## src/rtl/huffman_code_bit_packer_top_macros.svh

```systemverilog
// Assertion macros shared by the packer RTL.
`ifndef HUFFMAN_CODE_BIT_PACKER_TOP_MACROS_SVH
`define HUFFMAN_CODE_BIT_PACKER_TOP_MACROS_SVH

// The antecedent must imply the consequent in the same cycle.
`define HCBP_ASSERT_SAME(label, ante, cons, msg) \
  label: assert property (@(posedge clk) disable iff (rst) (ante) |-> (cons)) \
    else $error(msg);

// The antecedent must imply the consequent in the next cycle.
`define HCBP_ASSERT_NEXT(label, ante, cons, msg) \
  label: assert property (@(posedge clk) disable iff (rst) (ante) |=> (cons)) \
    else $error(msg);

`endif

```

## src/rtl/hcbp_pkg.sv

```systemverilog
package hcbp_pkg;

  localparam int SYMBOLS      = 256;
  localparam int MAX_CODE_LEN = 31;
  localparam int SYM_W        = (SYMBOLS > 1) ? $clog2(SYMBOLS) : 1;
  localparam int CODE_W       = 31;
  localparam int LEN_W        = 5;
  localparam int ENTRY_W      = CODE_W + LEN_W;

  localparam logic [1:0] KIND_LOAD  = 2'd0;
  localparam logic [1:0] KIND_DATA  = 2'd1;
  localparam logic [1:0] KIND_FLUSH = 2'd2;

  typedef struct packed {
    logic [1:0]        kind;
    logic [7:0]        symbol;
    logic [CODE_W-1:0] code_word;
    logic [LEN_W-1:0]  code_length;
  } in_t;

  typedef struct packed {
    logic [7:0] out_byte;
    logic       last;
  } out_t;

  // Requests from the sequencer to the packer.
  typedef struct packed {
    logic shift;
    logic bit_val;
    logic end_item;
    logic flush;
  } pk_cmd_t;

  typedef struct packed {
    logic hold;
    logic empty;
  } pk_stat_t;

endpackage

```

## src/rtl/hcbp_packer.sv

```systemverilog
module hcbp_packer
  import hcbp_pkg::*;
(
  input  logic     clk,
  input  logic     rst,
  input  pk_cmd_t  cmd,
  output pk_stat_t stat,
  output logic     out_valid,
  input  logic     out_ready,
  output out_t     out_data
);

  logic [7:0] pend_bits, pend_bits_next;
  logic [3:0] pend_cnt, pend_cnt_next;
  logic [7:0] held, held_next;
  logic       held_valid, held_valid_next;
  logic       obuf_valid;
  out_t       obuf;
  logic       can_push;
  logic       push;
  out_t       push_data;
  logic       hold;

  assign can_push = !obuf_valid || out_ready;

  // Bits enter at the top and move down, so after eight shifts the earliest
  // bit sits in bit 0. A flush pads with zeros to reach that alignment.
  always_comb begin
    pend_bits_next  = pend_bits;
    pend_cnt_next   = pend_cnt;
    held_next       = held;
    held_valid_next = held_valid;
    push            = 1'b0;
    push_data       = '0;
    hold            = 1'b0;
    if (cmd.shift) begin
      if (pend_cnt == 4'd8) begin
        if (held_valid && !can_push) begin
          hold = 1'b1;
        end else begin
          push            = held_valid;
          push_data       = '{out_byte: held, last: 1'b0};
          held_next       = pend_bits;
          held_valid_next = 1'b1;
          pend_bits_next  = {cmd.bit_val, 7'b0};
          pend_cnt_next   = 4'd1;
        end
      end else begin
        pend_bits_next = {cmd.bit_val, pend_bits[7:1]};
        pend_cnt_next  = pend_cnt + 4'd1;
      end
    end else if (cmd.end_item) begin
      if (held_valid) begin
        if (can_push) begin
          push            = 1'b1;
          push_data       = '{out_byte: held, last: 1'b1};
          held_valid_next = 1'b0;
        end else begin
          hold = 1'b1;
        end
      end
    end else if (cmd.flush) begin
      hold = 1'b1;
      if (pend_cnt != 4'd8) begin
        pend_bits_next = {1'b0, pend_bits[7:1]};
        pend_cnt_next  = pend_cnt + 4'd1;
      end else if (can_push) begin
        hold           = 1'b0;
        push           = 1'b1;
        push_data      = '{out_byte: pend_bits, last: 1'b1};
        pend_bits_next = '0;
        pend_cnt_next  = '0;
      end
    end
  end

  always_ff @(posedge clk) begin
    if (rst) begin
      pend_bits  <= '0;
      pend_cnt   <= '0;
      held_valid <= 1'b0;
      obuf_valid <= 1'b0;
    end else begin
      pend_bits  <= pend_bits_next;
      pend_cnt   <= pend_cnt_next;
      held_valid <= held_valid_next;
      if (push) begin
        obuf_valid <= 1'b1;
      end else if (out_ready) begin
        obuf_valid <= 1'b0;
      end
    end
  end

  always_ff @(posedge clk) begin
    held <= held_next;
    if (push) begin
      obuf <= push_data;
    end
  end

  assign stat.hold  = hold;
  assign stat.empty = (pend_cnt == 4'd0);
  assign out_valid  = obuf_valid;
  assign out_data   = obuf;

`include "huffman_code_bit_packer_top_macros.svh"

  `HCBP_ASSERT_SAME(a_cnt_range, 1'b1, pend_cnt <= 4'd8, "pending count above eight")
  `HCBP_ASSERT_NEXT(a_flush_empties, cmd.flush && !hold, pend_cnt == 4'd0, "flush left bits")
  `HCBP_ASSERT_NEXT(a_end_drains, cmd.end_item && !hold, !held_valid, "held byte not released")

endmodule

```

## config.mk

```make
export PLATFORM = sky130hd
export DESIGN_NAME = hcbp_packer
export DESIGN_NICKNAME = d
export VERILOG_FILES = /design/src/rtl/hcbp_pkg.sv /design/src/rtl/hcbp_packer.sv
export VERILOG_INCLUDE_DIRS = /design/src /design/src/rtl
export SDC_FILE = /design/constraint.sdc
export NUM_CORES = 1
export LEC_CHECK = 0
export BUFFER_PORTS_ARGS = -buffer_cell sky130_fd_sc_hd__buf_2
export CAP_MARGIN = 10
export CORE_MARGIN = 3
export CORE_UTILIZATION = 50
export CTS_CLUSTER_DIAMETER = 200
export CTS_CLUSTER_SIZE = 28
export DETAILED_ROUTE_END_ITERATION = 7
export GPL_ROUTABILITY_DRIVEN = 1
export PLACE_DENSITY = 0.76
export SETUP_SLACK_MARGIN = 0.05
export SLEW_MARGIN = 10
export SYNTH_ARGS = -nofsm -noshare
export SYNTH_HDL_FRONTEND = slang
export SYNTH_SLANG_ARGS = --single-unit
```

## constraint.sdc

```tcl
create_clock -name clk -period 1.95 [get_ports clk]
set_input_delay 0.0975 -clock clk [delete_from_list [all_inputs] [get_ports clk]]
set_output_delay 0.0975 -clock clk [all_outputs]
set_load 0.02 [all_outputs]
```

# After elaboration in Yosys (flattened, before gate mapping)
# Index checks and enable logic that the tools add are counted.
dict set report op_classes {
  n_reduce_logical 12
  bitwise_logic 1
  addsub 1
  n_mux 45
  eq_ne 6
}
# cell count
set ops {}
lappend ops {{$mux 9} 9}
lappend ops {{$mux 8} 7}
lappend ops {{$mux 4} 7}
lappend ops {{$mux 1} 22}
lappend ops {{$reduce_and 3->1} 2}
lappend ops {{$reduce_bool 2->1} 3}
lappend ops {{$add 4x1->4 const B} 1}
lappend ops {{$eq 4x4->1 const B} 1}
lappend ops {{$logic_not 4->1} 1}
lappend ops {{$ne 2x1->1 const B} 2}
lappend ops {{$ne 4x4->1 const B} 1}
lappend ops {{$reduce_and 4->1} 1}
lappend ops {{$ne 3x3->1 const B} 1}
lappend ops {{$reduce_bool 3->1} 1}
lappend ops {{$logic_not 1->1} 2}
lappend ops {{$ne 2x2->1 const B} 1}
lappend ops {{$logic_and 1x1->1} 1}
lappend ops {{$logic_or 1x1->1} 1}
lappend ops {{$not 1->1} 1}
dict set report totals {
  regBits 31
  wordCells 72
  in_bits 7
  output_inout_bits 12
}

# Depth between registers and ports, before layout
dict set report depth {
  word_depth 8
  mapped_depth 7
  mapped_depth_nobuf 6
}

# Worst setup path after synthesis
# No wires, ideal clock.
dict set report synth_timing {
  kind {register -> register}
  start {register pend_cnt[0]}
  end {register obuf (netlist bit out_data[1]), data pin}
  t_required_ns 1.819
  t_arrival_ns 1.726
  path_stages_with_launch 8
  path_slack_ns 0.094
  setup_time_ns 0.131
  cell_sequence {dfxtp_1 -> inv_1 -> ha_1 -> nand4b_1 -> a21oi_1 -> nand2b_1 -> buf_2 -> a22o_1}
}
# item line
set synth_lines {}
lappend synth_lines {{from (decl)} hcbp_packer.sv:14} ;# logic [3:0] pend_cnt, pend_cnt_next;
lappend synth_lines {{from (signal assigned)} hcbp_packer.sv:85} ;# pend_cnt <= pend_cnt_next;
lappend synth_lines {{to (signal assigned)} hcbp_packer.sv:98} ;# obuf <= push_data;
lappend synth_lines {{to (decl)} hcbp_packer.sv:18} ;# out_t obuf;

# Final worst setup path
dict set report layout_timing {
  start {register pend_cnt[0]}
  end {register pend_cnt[0]}
}
dict set report layout_via {
  elab_chain_len 5
}
# item line
set layout_lines {}
lappend layout_lines {{$add 4x1->4 or $ne 4x4->1 (tied branches)} {hcbp_packer.sv:50, hcbp_packer.sv:66, hcbp_packer.sv:64}}
lappend layout_lines {{$mux 4} hcbp_packer.sv:64} ;# if (pend_cnt != 4'd8) begin
lappend layout_lines {{$mux 4} hcbp_packer.sv:62} ;# end else if (cmd.flush) begin
lappend layout_lines {{$mux 4} hcbp_packer.sv:52} ;# end else if (cmd.end_item) begin
lappend layout_lines {{$mux 4} hcbp_packer.sv:36} ;# if (cmd.shift) begin
# Parallel ways exist; a longest one is shown, timed or not. The select of a mux whose other input is x is not followed.
# A chain may end at the register's enable or synchronous reset.

==> flow_metrics.py <==
metrics = {
    "status": {
        "status": "complete, no violations",
    },
    "cts": {
        "clkSinkCount": 31,
        "cts_tree": "built",
        "htreeDepth": 2,
        "cts_buffers": 5,
        "hold_buffers": 0,
        "path_clk_slew_ps": 100,
        "insertion_delay_ps": 330,
        "cts_root_buffer": "clkbuf_4",
        "cts_buffer_depth": 2,
    },
    "pwr": {
        "power_density_nw_per_um2": 729.2,
        "vdd_ir_drop_max_v": 0.0005094,
        "p_leak_nw": 0.5678,
    },
    "route": {
        "wire_per_inst_um": 15.06,
        "drc": 0,
        "vias": 1006,
        "drt_pass1_iterations": 4,
        "routed_wl_um": 2620,
        "drtIter0Drc": 26,
        "final_antenna_net_count": 0,
        "viasPerCell": 5.782,
    },
    "synthesis": {
        "yosys_warnings": 0,
        "synthCells": 116,
        "synth_commonest_cells": "17 x edfxtp_1, 15 x a21oi_1, 14 x dfxtp_1",
        "yosysTopAreaCell": "edfxtp_1",
        "synth-async-reset-ratio": 0,
        "synth_edf_count": 17,
        "avgSynthCellArea_um2": 11.65,
        "yosysMostFrequentCell": "edfxtp_1",
        "synth-seq-area-share": 0.5852,
        "synth.distinct_cells": 31,
        "synth_top_cell_area_share": 0.3778,
        "synth-seq-cells": 31,
        "ys.flop_type": "edfxtp_1",
        "yosys-top-cells-area": "edfxtp_1 38%, dfxtp_1 21%, a21oi_1 5.6%, a22o_1 5.2%, nand2_1 3.6%",
        "syn_nets": 125,
        "syn_area_um2": 1351,
    },
    "sta": {
        "period_minus_slack_ps": 1820,
        "tightestPinTransition_ps": 583.8,
        "slew_violations": 0,
        "fmax_ghz": 0.5495,
        "skew_ps": 12.02,
        "min_period_over_period": 0.9332,
        "fin_tns_setup_ps": 0,
        "slew_headroom": 0.6100,
        "rsz0062_at_grt": "no",
        "setup_viol": 0,
        "hold_ws_ps": 35.63,
        "finalWorstSetupSlack_ps": 130.3,
        "hold_violations": 0,
    },
    "critical_path": {
        "end_kind": "flop",
        "critPathKind": "reg -> reg",
        "path_max_fanout": 14,
        "worst_ep_required_time_ps": 2220,
        "crit_arrival_ps": 2090,
        "worstSetupStartpointType": "flop",
    },
    "global_route": {
        "grt_overflow": 0,
        "antenna_found_initial": 0,
        "grt_pass1_vias": 1002,
        "grt_pass1_wl_um": 4429,
        "grt_use_total": 0.1755,
        "grt_max_degree": 15,
    },
    "flow_run": {
        "maxCapViolations": 0,
    },
    "floorplanning": {
        "die_h_um": 57.99,
        "rows": 18,
        "design.die.area_um2": 3362,
        "die-width_um": 57.99,
        "io_pins": 19,
        "start_util": 0.5357,
        "core_area_um2": 2522,
    },
    "place": {
        "io_buffers": 18,
        "placed_cell_area_um2": 1505,
        "dp_hpwl_um": 1844,
        "gp_congestion": 0.8317,
        "dpl_worst_slack_ps": -47.74,
    },
    "final_layout": {
        "multi_input_area_um2": 520.5,
        "area_growth_pct": 16.02,
        "nets": 152,
        "final-seq-area_um2": 790.8,
        "fillers": 203,
        "final_layout_size_suffix_gt1_frac": 0.2917,
        "final_area_um2": 1568,
        "n_antenna_cell": 0,
    },
    "min_path": {
        "hp-class": "in -> reg",
    },
}
where the power goes:
| part | internal, mW | switching, mW | total, mW |
|---|---|---|---|
| combinational | 0.0381 | 0.0574 | 0.0954 |
| clock | 0.140 | 0.212 | 0.353 |
| sequential | 0.689 | 0.00616 | 0.695 |
| total | 0.867 | 0.276 | 1.14 |
flip-flops by register name (all words and copies together), names as in the netlist:
register	flops
pend_bits	8
out_valid	1
held_valid	1
held	8
pend_cnt	4
out_data	9
worst paths after layout:
path | from | endpoint | slack, ps | cells after the start
hold reg to reg | pend_bits[0] | held[0] | 480 | 0
hold / removal | cmd[2] | pend_bits[7] | 40 | 3
setup reg to reg | pend_cnt[0] | pend_cnt[0] | 130 | 7
setup / recovery | pend_cnt[0] | pend_cnt[0] | 130 | 7
layout make-up:
type / instances / share of cell area
sequential: 31 / 0.5044
inverter: 3 / 0.007183
clock inverter: 1 / 0.003192
multi-input combinational: 75 / 0.3320
tap: 30 / 0.02394
timing repair buffer: 27 / 0.1006
clock buffer: 7 / 0.02873
cells in the final DEF, fill, tap and decap left out, drive strengths merged:
cell type	Yosys	layout
o21a	1	1
buf	4	27
clkbuf	3	7
nor4	1	1
nand2	13	13
o31ai	1	1
a22o	8	8
a311oi	2	2
ha	2	2
nand3	9	9
nand3b	1	1
clkinv	0	1
o32a	1	1
nor2b	3	3
edfxtp	17	17
nor3	1	1
nand2b	4	4
a31o	1	1
o21ai	3	3
or2b	1	1
a41oi	1	1
a21oi	15	15
o211ai	1	1
nor2	3	3
o32ai	1	1
nand4b	2	2
inv	3	3
dfxtp	14	14
metrics by stage:
| step | util | power, mW | std cells |
|---|---|---|---|
| after floorplan | - | 0.7682 | 116 |
| after global placement | 0.5967 | 0.7975 | 166 |
| final | 0.6215 | 1.143 | 174 |
| after detailed placement | 0.5967 | 0.8019 | 166 |
| after global routing | 0.6215 | 1.189 | 174 |
| after CTS | 0.6176 | 1.148 | 174 |
timing repair:
item                       in CTS  in global routing
pin swaps                       0                  0
setup buffers                   0                  0
resized for setup               1                  3
setup endpoints to repair       9                 14
routing by layer:
layer	vias up	GRT usage	wire, um
met5	-	0	0
met4	0	0.1026	51
met3	7	0.04677	121
met2	28	0.2952	1330
met1	479	0.1994	1116
li1	492	-	-
cell families (layout without fill, tap and decap cells):
logic type,count (synthesis),after routing,share of synthesized area
and+or+nand+nor,38,38,0.1630
AOI/OAI and AO/OA,35,35,0.1945
DFF,31,31,0.5852
buffers and inverters,10,38,0.03889
adders and majority gates,2,2,0.01852
worst max-delay path: stages (launching register included):
cell and delay [ps]:
dfxtp_1 320, inv_1 80, ha_2 220, nand3b_4 80, buf_4 200, o32a_4 450
a31o_2 270, a21oi_1 120
(Power assumes the default switching activity.)
